## src/design/srrw_pkg.sv

```systemverilog
// ----------------------------------------------------------------------------
// srrw_pkg
// Shared types and constants for the selective-repeat receive window.
// ----------------------------------------------------------------------------
`default_nettype none

package srrw_pkg;

  // Parameter defaults
  localparam int DEF_WINDOW_SIZE = 8;
  localparam int DEF_SEQ_SPACE   = 16;

  // Field widths
  localparam int SEQ_W     = 4;
  localparam int ACKF_W    = 5;
  localparam int CHK_W     = 16;
  localparam int PAY_W     = 160;   // 20 payload bytes
  localparam int ACKCHK_W  = 10;
  localparam int IN_TDATA_W  = 192;
  localparam int OUT_TDATA_W = 176;

  // Checksum unit: 4 bytes per pass, 5 passes
  localparam int CHUNK_BYTES = 4;
  localparam int CHUNK_W     = CHUNK_BYTES * 8;
  localparam int NUM_CHUNKS  = PAY_W / CHUNK_W;
  localparam int CNT_W       = $clog2(NUM_CHUNKS);

  // ACK checksum offset: 20 fill bytes of 48
  localparam logic [ACKCHK_W-1:0] ACK_BASE = ACKCHK_W'(20 * 48);

  // Result kinds
  localparam logic KIND_DATA = 1'b0;
  localparam logic KIND_ACK  = 1'b1;

  typedef enum logic [2:0] {
    S_IDLE,
    S_CHECK,
    S_STORE,
    S_READ,
    S_SEND,
    S_ACK
  } state_t;

  typedef struct packed {
    logic done;
    logic ok;
  } csum_stat_t;

  typedef struct packed {
    logic wr;
    logic clr;
  } slot_ctl_t;

endpackage

`default_nettype wire

```

## src/design/srrw_csum.sv

```systemverilog
// ----------------------------------------------------------------------------
// srrw_csum
// Iterative checksum unit: one adder folds four signed bytes per cycle.
// ----------------------------------------------------------------------------
`default_nettype none

module srrw_csum (
  input  wire logic                             clk,
  input  wire logic                             rst_n,
  input  wire logic                             start,
  input  wire logic [srrw_pkg::SEQ_W-1:0]       seq,
  input  wire logic [srrw_pkg::ACKF_W-1:0]      ack,
  input  wire logic [srrw_pkg::PAY_W-1:0]       payload,
  input  wire logic [srrw_pkg::CHK_W-1:0]       chk,
  output srrw_pkg::csum_stat_t                  stat
);

  logic                            run_r, run_nxt;
  logic                            done_r, done_nxt;
  logic [srrw_pkg::CNT_W-1:0]      cnt_r, cnt_nxt;
  logic [srrw_pkg::CHK_W-1:0]      acc_r, acc_nxt;
  logic [srrw_pkg::CHUNK_W-1:0]    chunk;
  logic [srrw_pkg::CHK_W-1:0]      chunk_sum;

  assign chunk = payload[cnt_r*srrw_pkg::CHUNK_W +: srrw_pkg::CHUNK_W];

  always_comb begin
    chunk_sum = '0;
    for (int b = 0; b < srrw_pkg::CHUNK_BYTES; b++) begin
      chunk_sum = chunk_sum + {{(srrw_pkg::CHK_W-8){chunk[8*b+7]}}, chunk[8*b +: 8]};
    end
  end

  always_comb begin
    run_nxt  = run_r;
    cnt_nxt  = cnt_r;
    acc_nxt  = acc_r;
    done_nxt = 1'b0;
    if (start) begin
      run_nxt = 1'b1;
      cnt_nxt = '0;
      acc_nxt = {{(srrw_pkg::CHK_W-srrw_pkg::SEQ_W){1'b0}}, seq}
              + {{(srrw_pkg::CHK_W-srrw_pkg::ACKF_W){ack[srrw_pkg::ACKF_W-1]}}, ack};
    end else if (run_r) begin
      acc_nxt = acc_r + chunk_sum;
      if (cnt_r == srrw_pkg::CNT_W'(srrw_pkg::NUM_CHUNKS - 1)) begin
        run_nxt  = 1'b0;
        done_nxt = 1'b1;
      end else begin
        cnt_nxt = cnt_r + 1'b1;
      end
    end
  end

  always_ff @(posedge clk) begin
    if (!rst_n) begin
      run_r  <= 1'b0;
      done_r <= 1'b0;
      cnt_r  <= '0;
    end else begin
      run_r  <= run_nxt;
      done_r <= done_nxt;
      cnt_r  <= cnt_nxt;
    end
    acc_r <= acc_nxt;
  end

  assign stat.done = done_r;
  assign stat.ok   = (acc_r == chk);

endmodule

`default_nettype wire

```

## src/design/srrw_slots.sv

```systemverilog
// ----------------------------------------------------------------------------
// srrw_slots
// Reorder slot store: payload memory with registered read, per-slot valid bits.
// ----------------------------------------------------------------------------
`default_nettype none

module srrw_slots #(
  parameter int WINDOW_SIZE = srrw_pkg::DEF_WINDOW_SIZE,
  parameter int IW          = 3
) (
  input  wire logic                         clk,
  input  wire logic                         rst_n,
  input  srrw_pkg::slot_ctl_t               ctl,
  input  wire logic [IW-1:0]                wr_idx,
  input  wire logic [srrw_pkg::PAY_W-1:0]   wr_data,
  input  wire logic [IW-1:0]                rd_idx,
  output logic      [srrw_pkg::PAY_W-1:0]   rd_data,
  output logic      [WINDOW_SIZE-1:0]       valid
);

  logic [srrw_pkg::PAY_W-1:0] mem [WINDOW_SIZE];
  logic [srrw_pkg::PAY_W-1:0] rd_data_r;
  logic [WINDOW_SIZE-1:0]     valid_r, valid_nxt;

  always_ff @(posedge clk) begin
    if (ctl.wr) begin
      mem[wr_idx] <= wr_data;
    end
    rd_data_r <= mem[rd_idx];
  end

  always_comb begin
    valid_nxt = valid_r;
    if (ctl.wr) begin
      valid_nxt[wr_idx] = 1'b1;
    end
    if (ctl.clr) begin
      valid_nxt[rd_idx] = 1'b0;
    end
  end

  always_ff @(posedge clk) begin
    if (!rst_n) begin
      valid_r <= '0;
    end else begin
      valid_r <= valid_nxt;
    end
  end

  assign rd_data = rd_data_r;
  assign valid   = valid_r;

endmodule

`default_nettype wire

```

## src/design/selective_repeat_receive_window.sv

```systemverilog
// ----------------------------------------------------------------------------
// selective_repeat_receive_window
// Receiver half of selective-repeat ARQ: checksum, reorder window, ACK.
// ----------------------------------------------------------------------------
// Usage:
//   in_*  : one data packet per beat (seq, ack field, checksum, 20 bytes).
//   out_* : results. tuser = kind (0 delivery, 1 ACK); tlast marks the ACK,
//           which is always the final beat caused by a good packet.
//   A packet with a bad checksum produces no beats and leaves state alone.
//   A good packet in the window is written to its reorder slot; then every
//   filled slot from the window head is delivered in order, then the ACK.
// Timing:
//   One packet at a time; in_tready is high only while the sequencer idles.
//   The checksum adder folds four bytes per cycle (5 passes). From accept
//   to the next accept a good packet that lands in the window passes the
//   check and store states, a slot read state plus a send state for each
//   of its D deliveries (0..WINDOW_SIZE), a final read state and the ACK
//   state. Outside the window store leads to ACK; a bad one goes idle.
// Reset: rst_n (sync, low) clears slot valid bits, window head and expected
//   sequence; no clearing pass.
// Stall: results sit in a single output register; the sequencer waits while
//   it is full and not taken, so nothing is dropped.
// ----------------------------------------------------------------------------
`default_nettype none

module selective_repeat_receive_window #(
  parameter int WINDOW_SIZE = srrw_pkg::DEF_WINDOW_SIZE,
  parameter int SEQ_SPACE   = srrw_pkg::DEF_SEQ_SPACE
) (
  input  wire logic                                clk,
  input  wire logic                                rst_n,
  // in_tdata: seq_num[3:0], ack_field[8:4], check_value[24:9],
  //           payload_low[88:25], payload_mid[152:89], payload_high[184:153]
  input  wire logic                                in_tvalid,
  output logic                                     in_tready,
  input  wire logic [srrw_pkg::IN_TDATA_W-1:0]     in_tdata,
  // out_tdata: ack_seq[3:0], ack_check[13:4], out_low[77:14],
  //            out_mid[141:78], out_high[173:142]
  output logic                                     out_tvalid,
  input  wire logic                                out_tready,
  output logic [srrw_pkg::OUT_TDATA_W-1:0]         out_tdata,
  output logic                                     out_tuser,   // kind
  output logic                                     out_tlast    // last
);

  localparam int IW = (WINDOW_SIZE > 1) ? $clog2(WINDOW_SIZE) : 1;  // slot index
  localparam int AW = IW + 1;                                        // index sum
  localparam int EW = $clog2(SEQ_SPACE);                             // expected seq
  localparam int SW = ((EW > srrw_pkg::SEQ_W) ? EW : srrw_pkg::SEQ_W) + 1;
  localparam int CW = SW + 1;                                        // window compare

  // ---- input field split
  logic [srrw_pkg::SEQ_W-1:0]  in_seq;
  logic [srrw_pkg::ACKF_W-1:0] in_ack;
  logic                        in_fire;

  assign in_seq  = in_tdata[3:0];
  assign in_ack  = in_tdata[8:4];
  assign in_fire = in_tvalid && in_tready;

  // ---- packet latch
  logic [srrw_pkg::SEQ_W-1:0] seq_r;
  logic [srrw_pkg::CHK_W-1:0] chk_r;
  logic [srrw_pkg::PAY_W-1:0] pay_r;

  always_ff @(posedge clk) begin
    if (in_fire) begin
      seq_r <= in_seq;
      chk_r <= in_tdata[24:9];
      pay_r <= in_tdata[184:25];
    end
  end

  // ---- window state
  srrw_pkg::state_t state_r, state_nxt;
  logic [IW-1:0] head_r, head_nxt;
  logic [EW-1:0] exp_r, exp_nxt;

  // ---- checksum unit
  srrw_pkg::csum_stat_t csum_stat;
  logic                 csum_start;

  srrw_csum u_csum (
    .clk     (clk),
    .rst_n   (rst_n),
    .start   (csum_start),
    .seq     (in_seq),
    .ack     (in_ack),
    .payload (pay_r),
    .chk     (chk_r),
    .stat    (csum_stat)
  );

  // ---- window position of the packet
  logic          seq_ok;
  logic [SW-1:0] dist_raw, win_off;
  logic          in_win;
  logic [AW-1:0] idx_sum, idx_mod;
  logic [IW-1:0] wr_idx;

  always_comb begin
    seq_ok   = (9'(seq_r) < 9'(SEQ_SPACE));
    dist_raw = SW'(seq_r) + SW'(SEQ_SPACE) - SW'(exp_r);
    win_off  = (dist_raw >= SW'(SEQ_SPACE)) ? dist_raw - SW'(SEQ_SPACE) : dist_raw;
    in_win   = seq_ok && (CW'(win_off) < CW'(WINDOW_SIZE));
    idx_sum  = AW'(head_r) + AW'(win_off[IW-1:0]);
    idx_mod  = (idx_sum >= AW'(WINDOW_SIZE)) ? idx_sum - AW'(WINDOW_SIZE) : idx_sum;
    wr_idx   = idx_mod[IW-1:0];
  end

  // ---- slot store
  srrw_pkg::slot_ctl_t          slot_ctl;
  logic [srrw_pkg::PAY_W-1:0]   slot_rd;
  logic [WINDOW_SIZE-1:0]       slot_valid;

  srrw_slots #(
    .WINDOW_SIZE (WINDOW_SIZE),
    .IW          (IW)
  ) u_slots (
    .clk     (clk),
    .rst_n   (rst_n),
    .ctl     (slot_ctl),
    .wr_idx  (wr_idx),
    .wr_data (pay_r),
    .rd_idx  (head_r),
    .rd_data (slot_rd),
    .valid   (slot_valid)
  );

  // ---- output register
  logic                          out_valid_r, out_valid_nxt;
  logic                          out_kind_r;
  logic                          out_last_r;
  logic [srrw_pkg::SEQ_W-1:0]    out_seq_r;
  logic [srrw_pkg::ACKCHK_W-1:0] out_chk_r;
  logic [srrw_pkg::PAY_W-1:0]    out_pay_r;
  logic                          out_free;
  logic                          load_data, load_ack;

  assign out_free = !out_valid_r || out_tready;

  // ---- sequencer: next state
  always_comb begin
    state_nxt = state_r;
    case (state_r)
      srrw_pkg::S_IDLE:  if (in_fire) state_nxt = srrw_pkg::S_CHECK;
      srrw_pkg::S_CHECK: begin
        if (csum_stat.done) begin
          state_nxt = csum_stat.ok ? srrw_pkg::S_STORE : srrw_pkg::S_IDLE;
        end
      end
      srrw_pkg::S_STORE: state_nxt = in_win ? srrw_pkg::S_READ : srrw_pkg::S_ACK;
      srrw_pkg::S_READ:  state_nxt = slot_valid[head_r] ? srrw_pkg::S_SEND : srrw_pkg::S_ACK;
      srrw_pkg::S_SEND:  if (out_free) state_nxt = srrw_pkg::S_READ;
      srrw_pkg::S_ACK:   if (out_free) state_nxt = srrw_pkg::S_IDLE;
      default:           state_nxt = srrw_pkg::S_IDLE;
    endcase
  end

  // ---- sequencer: outputs
  always_comb begin
    in_tready    = 1'b0;
    csum_start   = 1'b0;
    slot_ctl.wr  = 1'b0;
    slot_ctl.clr = 1'b0;
    load_data    = 1'b0;
    load_ack     = 1'b0;
    case (state_r)
      srrw_pkg::S_IDLE: begin
        in_tready  = 1'b1;
        csum_start = in_tvalid;
      end
      srrw_pkg::S_STORE: slot_ctl.wr = in_win;
      srrw_pkg::S_SEND: begin
        load_data    = out_free;
        slot_ctl.clr = out_free;
      end
      srrw_pkg::S_ACK:  load_ack = out_free;
      default: begin
      end
    endcase
  end

  // head and expected sequence advance with each delivery
  always_comb begin
    head_nxt = head_r;
    exp_nxt  = exp_r;
    if (load_data) begin
      head_nxt = (AW'(head_r) + 1'b1 == AW'(WINDOW_SIZE)) ? '0 : head_r + 1'b1;
      exp_nxt  = (EW'(exp_r + 1'b1) == EW'(SEQ_SPACE) || (EW+1)'(exp_r) + 1'b1 == (EW+1)'(SEQ_SPACE))
               ? '0 : exp_r + 1'b1;
    end
  end

  always_comb begin
    out_valid_nxt = out_valid_r;
    if (load_data || load_ack) begin
      out_valid_nxt = 1'b1;
    end else if (out_tready) begin
      out_valid_nxt = 1'b0;
    end
  end

  always_ff @(posedge clk) begin
    if (!rst_n) begin
      state_r     <= srrw_pkg::S_IDLE;
      head_r      <= '0;
      exp_r       <= '0;
      out_valid_r <= 1'b0;
    end else begin
      state_r     <= state_nxt;
      head_r      <= head_nxt;
      exp_r       <= exp_nxt;
      out_valid_r <= out_valid_nxt;
    end
  end

  // result payload
  always_ff @(posedge clk) begin
    if (load_data) begin
      out_kind_r <= srrw_pkg::KIND_DATA;
      out_last_r <= 1'b0;
      out_seq_r  <= '0;
      out_chk_r  <= '0;
      out_pay_r  <= slot_rd;
    end else if (load_ack) begin
      out_kind_r <= srrw_pkg::KIND_ACK;
      out_last_r <= 1'b1;
      out_seq_r  <= seq_r;
      out_chk_r  <= {{(srrw_pkg::ACKCHK_W-srrw_pkg::SEQ_W-1){1'b0}}, seq_r, 1'b0}
                  + srrw_pkg::ACK_BASE;
      out_pay_r  <= '0;
    end
  end

  assign out_tvalid = out_valid_r;
  assign out_tuser  = out_kind_r;
  assign out_tlast  = out_last_r;
  assign out_tdata  = {2'b00, out_pay_r, out_chk_r, out_seq_r};

  // ---- checks
  // window head is never left filled once a packet is finished
  a_head_drained: assert property (@(posedge clk) disable iff (!rst_n)
    (state_r == srrw_pkg::S_IDLE) |-> !slot_valid[head_r])
    else $error("filled slot left at window head");

  // checksum result only arrives while the sequencer waits for it
  a_csum_in_check: assert property (@(posedge clk) disable iff (!rst_n)
    csum_stat.done |-> (state_r == srrw_pkg::S_CHECK))
    else $error("checksum done outside check state");

  // tlast exactly on ACK beats
  a_last_is_ack: assert property (@(posedge clk) disable iff (!rst_n)
    out_tvalid |-> (out_tlast == (out_tuser == srrw_pkg::KIND_ACK)))
    else $error("tlast does not match ACK kind");

  // a delivery clears the slot it was read from
  a_send_clears: assert property (@(posedge clk) disable iff (!rst_n)
    load_data |=> !slot_valid[$past(head_r)])
    else $error("delivered slot still valid");

endmodule

`default_nettype wire
```

## config.mk

```make
export PLATFORM = sky130hd
export DESIGN_NAME = selective_repeat_receive_window
export DESIGN_NICKNAME = d
export VERILOG_FILES = /design/src/design/srrw_pkg.sv /design/src/design/srrw_csum.sv /design/src/design/srrw_slots.sv /design/src/design/selective_repeat_receive_window.sv
export SDC_FILE = /design/constraint.sdc
export NUM_CORES = 2
export LEC_CHECK = 0
export BUFFER_PORTS_ARGS = -buffer_cell sky130_fd_sc_hd__buf_2
export CORE_UTILIZATION = 60
export DETAILED_ROUTE_END_ITERATION = 10
export PLACE_DENSITY = 0.79
export SLEW_MARGIN = 20
export SYNTH_ARGS = -nofsm -noshare
export SYNTH_HDL_FRONTEND = slang
export SYNTH_SLANG_ARGS = --single-unit
```

## constraint.sdc

```tcl
create_clock -name clk -period 17 [get_ports clk]
set_clock_uncertainty 0.05 [all_clocks]
set_input_delay 1.7 -clock clk [delete_from_list [all_inputs] [get_ports clk]]
set_output_delay 1.7 -clock clk [all_outputs]
set_load 0.02 [all_outputs]
```

# Word level (Yosys, flattened, before mapping)
# Memories as Yosys holds them, arrays and structs flattened. A register that Yosys moved wholly into a read port is not among the register bits.
# Index checks and enable logic that the tools add are counted.
[totals]
inputBits = 196
output_inout_bits = 180
elab_cells = 113
regBits = 395
mem_count = 1
ramBits = 1280
[classes]
magnitude_cmp = 7
addsub = 16
n_reduce_logical = 16
bitwise = 6
mux = 37
shift = 1
n_eq_ne = 13
[mem_list]
columns = ["name", "words", "word_bits", "read_ports", "rd_ports_with_merged_regs", "write_ports", "line", "text"]
rows = [
  ["u_slots.mem", 8, 160, 1, 1, 1, "srrw_slots.sv:21", "logic [srrw_pkg::PAY_W-1:0] mem [WINDOW_SIZE];"],
]
[op_table]
columns = ["op", "n"]
rows = [
  ["160-bit 2-to-1 mux", 2],
  ["160-bit by 9-bit indexed part select with 32-bit output", 1],
  ["16-bit adder", 3],
  ["16-bit 2-to-1 mux", 2],
  ["3-bit 2-to-1 mux", 7],
  ["3-bit one-hot mux with 6 select lines", 1],
  ["1-bit 2-to-1 mux", 17],
  ["16-bit == test", 1],
  ["8-bit 2-to-1 mux", 2],
  ["8-bit by 8-bit adder with 9-bit output", 1],
  ["3-bit == test, second input constant", 3],
  ["6-bit by 7-bit adder with 8-bit output, second input constant", 1],
  ["8-bit AND", 1],
  ["3-bit by 4-bit less-than comparator with 1-bit output, second input constant", 2],
  ["8-bit inverter", 1],
  ["8-bit bitwise OR", 1],
  ["3-bit by 1-bit adder with 3-bit output, second input constant", 2],
  ["5-bit by 5-bit adder with 6-bit output", 1],
  ["1-bit demux with 3-bit select", 2],
  ["3-bit by 2-bit == test with 1-bit output, second input constant", 2],
  ["3-bit by 1-bit greater-or-equal comparator with 1-bit output, second input constant", 2],
  ["2-bit != test, second input constant", 3],
  ["2-bit nonzero test", 3],
  ["4-bit by 1-bit adder with 5-bit output, second input constant", 1],
  ["other kinds (28)", 34],
]

# Depth between registers and ports, before layout
[logic_depth]
word_depth = 15
ltp_mapped = 25
ltp_nobuf = 21

# Cells and area by module
# A second synthesis with hierarchy kept.
[hier_totals]
hier_cells = 3051
hier_area_um2 = 68196.7
[by_module_without_submodules]
columns = ["mod", "seq_area_each_um2", "area_each_um2", "cells_per_inst", "n_inst"]
rows = [
  ["srrw_slots", 41800.1, 51917.3, 2041, 1],
  ["selective_repeat_receive_window", 10530.1, 12502.0, 648, 1],
  ["srrw_csum", 580.6, 3777.4, 362, 1],
]

# Least setup slack after synthesis
# OpenSTA, ideal clock, no wires.
[synth_timing]
path_kind = "register to register"
start = "reg exp_r[0]"
end = "mem u_slots.mem[6][0] (netlist name), enable pin"
slack_ps = 7499
path_stages_with_launch = 10
setup_time_ps = 683
t_arrival_ps = 8768
synth_period_minus_slack_ps = 9501
path_buffers = 0
cell_sequence = "dfxtp_1 -> ha_1 -> inv_1 -> fa_1 -> inv_1 -> fa_1 -> xor2_1 -> xor2_1 -> nand2b_1 -> nor2_1"
[synth_via]
elab_chain_cells = 7
word_cells_on_any_way = 12
cone_classes = "add/sub: 4; order compare: 3; mux: 5"
[synth_lines]
columns = ["element", "line", "text"]
rows = [
  ["from (decl)", "selective_repeat_receive_window.sv:77", "logic [EW-1:0] exp_r, exp_nxt;"],
  ["from (signal assigned)", "selective_repeat_receive_window.sv:213", "exp_r <= exp_nxt;"],
  ["5-bit by 4-bit subtractor with 5-bit output *", "selective_repeat_receive_window.sv:103", "dist_raw = SW'(seq_r) + SW'(SEQ_SPACE) - SW'(exp_r);"],
  ["5-bit subtractor / 5-bit greater-or-equal comparator (equally long branches)", "selective_repeat_receive_window.sv:104", "win_off = (dist_raw >= SW'(SEQ_SPACE)) ? dist_raw - SW'(SEQ_SPACE) : dist_raw;"],
  ["5-bit 2-to-1 mux *", "selective_repeat_receive_window.sv:104", ""],
  ["branches (longest 4 deep; another with 3-bit by 3-bit adder with 4-bit output)", "-", ""],
  ["to (decl)", "srrw_slots.sv:21", ""],
]
# Every way passes the cells marked *.

# Worst setup path in the final report
[layout_timing]
start = "reg u_csum.cnt_r[0] (netlist name)"
end = "reg u_csum.acc_r[12] (netlist name), data pin"
[layout_via]
elab_chain_cells = 7
[layout_lines]
columns = ["element", "line", "text"]
rows = [
  ["from (decl)", "srrw_csum.sv:20", "logic [srrw_pkg::CNT_W-1:0] cnt_r, cnt_nxt;"],
  ["from (signal assigned)", "srrw_csum.sv:63", "cnt_r <= cnt_nxt;"],
  ["160-bit by 9-bit indexed part select with 32-bit output *", "srrw_csum.sv:25", "assign chunk = payload[cnt_r*srrw_pkg::CHUNK_W +: srrw_pkg::CHUNK_W];"],
  ["8-bit by 8-bit adder with 9-bit output", "srrw_csum.sv:30", "chunk_sum = chunk_sum + {{(srrw_pkg::CHK_W-8){chunk[8*b+7]}}, chunk[8*b +: 8]};"],
  ["16-bit adder", "srrw_csum.sv:30", ""],
  ["16-bit adder *", "srrw_csum.sv:30", ""],
  ["16-bit adder *", "srrw_csum.sv:45", "acc_nxt = acc_r + chunk_sum;"],
  ["16-bit 2-to-1 mux *", "srrw_csum.sv:44", "end else if (run_r) begin"],
  ["16-bit 2-to-1 mux *", "srrw_csum.sv:39", "if (start) begin"],
  ["net u_csum.acc_nxt (one bit)", "srrw_csum.sv:21", "logic [srrw_pkg::CHK_W-1:0] acc_r, acc_nxt;"],
  ["to (signal assigned)", "srrw_csum.sv:65", "acc_r <= acc_nxt;"],
  ["to (decl)", "srrw_csum.sv:21", ""],
]
# Mark *: on every way through the listed nets, which the timed path passes. The rest lies on a longest branch. The select of a mux whose other input is x is not followed.
# A chain may end at the register's enable or synchronous reset.

==> metrics <==
Setup crit end kind=flip-flop; MaxCap Viol Count=0; CP max stage cell=buf_4; Initial DRC Count=3782; Slew Viols, Final=0; WP data arrival=6.99 ns; post-route ant nets=0; Worst Path Required=17.42 ns; Placed Area=0.07152 mm²; via count=32450; Final Worst Setup Slack=10.43 ns; HPWL Detailed=87.34 mm; Worst Path Class, Setup=reg2reg; launch point of the worst path=u_csum.cnt_r[0]; router iterations before antenna repair=6; CTS Buf Count=175; Clock Tree Root=clkbuf_16; vias in the first global route=32950; Setup TNS=0 ns; min cycle time layout=6.573 ns; CTS tree=built; Worst-Skew Late Latency=0.79 ns; Initial Utilization=60.56%; final hold vios=0; GR peak layer=met2; gate count of the mapped netlist=3194; Boundary Pins=376; setup bufs post-CTS=0; IO buf count=364; die area=0.1149 mm²; post-synth top area share=72.11%; Place WS=10.45 ns; cell area after synthesis=0.06813 mm²; CP Max Fanout=35; max incr delay on CP=0.67 ns; worst r2r src=u_csum.cnt_r[0]; Tcrit/Tclk final=38.67%; nets@finish=3891; overall power=9.959 mW; post-cts resize count=0; Clock Sinks=1825; row count=123; global-route usage over all layers=27.19%; final instance area=0.07730 mm²; Ys Warns=0; measured slew at the worst slew-check pin=1.220 ns; pwr dens=128.8 mW/mm²; Slew HR=18.65%; # DRC=0; met3 Use GR=4.610%; Detailed Route WL=154.1 mm; Pleak=26.09 nW; hold_sp=out_seq_r[0]; routability cong.=0.8631; Avg Synthesized Cell Area=21.33 µm²; largest net degree at the start of global routing=150; CTS H-Tree Depth=4; worst IR drop on VDD=0.1054 mV; WL/cell=29.18 µm; met2 Track Usage GR=44.23%; first-pass GRT wire length=223.8 mm; P&R area growth vs syn=13.46%; largest area contributor in the netlist=edfxtp_1; hold_buf cts=0; Worst-path clk slew=0.06 ns; crit-path cells=buf_4 -> mux4_2 -> inv_1 -> o21ai_0 -> ha_1 -> fa_1 -> a21o_1 -> a21oi_1 -> o21bai_1 -> a21oi_1 -> o221a_2 -> fa_1 -> inv_1 -> fa_1 -> inv_1 -> ha_1 -> a21oi_1 -> nand2_1 -> a221oi_1 -> and3b_1 -> o31ai_1; worst path bufs/invs=4; Top FF cell, synth=edfxtp_1; via/cell ratio=6.143; Seq/Total Area, Yosys=77.66%; #FFs+latches synth=1825; clock tree buffer depth=3; Critical Path Source Type=flip-flop; outcome=completed; Setup violations, final=0; core area=0.1125 mm²; asr flop ratio synth=0%; Post-synth EDFFs=1636; fraction of layout cells with a size suffix above 1=31.82%; synth top area cells=edfxtp_1 (72%), mux4_2 (12%), dfxtp_1 (5.6%); synth unique cells=60; total grt overflow=0; fmax=152.1 MHz; met1 GRT Util=37.33%; Die X-Extent=339.0 µm; RSZ-0062 raised after global routing=no; worst min-delay path class=reg2reg; CP top delay family=adder cells; Chip Height=339.0 µm; initial antenna violation count=6
metrics by stage:
| stage | utilization, % | hold WS (ns) | cells |
|---|---|---|---|
| global route | 68.70 | 0.4427 | 5281 |
| finish | 68.71 | 0.4236 | 5283 |
| detailed placement | 63.57 | 0.4057 | 4953 |
| global placement | 63.50 | 0.3946 | 4950 |
| CTS | 68.70 | 0.4158 | 5281 |
| floorplan | - | 0.3851 | 3197 |
area by class of cell:
| type | instances | area (µm²) |
|---|---|---|
| inverters | 118 | 457.9 |
| repair buffers | 407 | 2272 |
| flip-flops and latches | 1825 | 52920 |
| well taps | 1500 | 1877 |
| multi-input cells | 1103 | 13990 |
| clock buffers | 256 | 4967 |
| diodes | 2 | 5.005 |
| fillers | 6747 | 35200 |
| clock inverters | 72 | 805.8 |
Yosys cell counts (all sizes together) (9+ instances only):
cell type,count
ha,37
o21a,10
o21ai,55
clkbuf,72
nand2,81
xor2,19
mux2,160
nor2,31
dfxtp,189
buf,79
nand3,9
edfxtp,1636
xnor2,21
a21oi,27
mux4,354
fa,28
and2,166
inv,118
registers in the layout (all words and copies together), names as in the netlist, 4 cells and up:
signal	cells
chk_r	16
out_pay_r	160
u_slots.valid	8
u_slots.mem	1280
u_slots.rd_data	160
seq_r	4
pay_r	160
exp_r	4
u_csum.acc_r	16
worst paths after layout:
path / end / slack, ns / cells past startpoint
min reg2reg: out_seq_r[0] / 0.42 / 2
max reg2reg: u_csum.acc_r[12] / 10.43 / 21
max: u_csum.acc_r[12] / 10.43 / 21
min: out_seq_r[0] / 0.42 / 2
placed cells by master, fill, tap and decap left out, drive strengths merged, types with 27 or more instances in the layout:
| master | netlist | routed |
|---|---|---|
| a21oi | 27 | 27 |
| and2 | 166 | 166 |
| buf | 79 | 407 |
| clkbuf | 72 | 256 |
| clkinv | 0 | 43 |
| dfxtp | 189 | 189 |
| edfxtp | 1636 | 1636 |
| fa | 28 | 28 |
| ha | 37 | 37 |
| inv | 118 | 126 |
| mux2 | 160 | 160 |
| mux4 | 354 | 354 |
| nand2 | 81 | 81 |
| nor2 | 31 | 31 |
| o21ai | 55 | 55 |
where the power goes:
group	internal (mW)	switching [mW]	total [mW]
combinational	0.390	0.567	0.958
sequential	5.00	0.118	5.12
clock	2.24	1.64	3.88
worst register-to-register path: cells and delay by family (launching register included):
family                     cells  cell delay [ns]
adders and majority gates      5             1.94
DFF                            1             0.31
and+or+nand+nor                2             0.35
AOI/OAI and AO/OA              9             1.79
muxes                          1             0.71
buffers and inverters          4             1.14
kinds of logic after synthesis:
logic type / after synthesis / share of synthesized area, %
flip-flops: 1825 / 77.66
buffers and inverters: 269 / 1.921
adder cells (fa/ha/maj): 65 / 1.502
other: 1 / 0.005504
AO/OA/AOI/OAI: 147 / 1.379
XOR/XNOR: 40 / 0.5142
AND/OR/NAND/NOR: 330 / 2.623
multiplexers: 517 / 14.39
per-layer routing:
| layer | up-vias | wire (µm) |
|---|---|---|
| met5 | - | 37 |
| met4 | 4 | 5720 |
| met3 | 246 | 13210 |
| met2 | 1713 | 76880 |
| met1 | 16910 | 58300 |
| li1 | 13580 | - |
No activity file was read; power rests on OpenSTA's default activity.
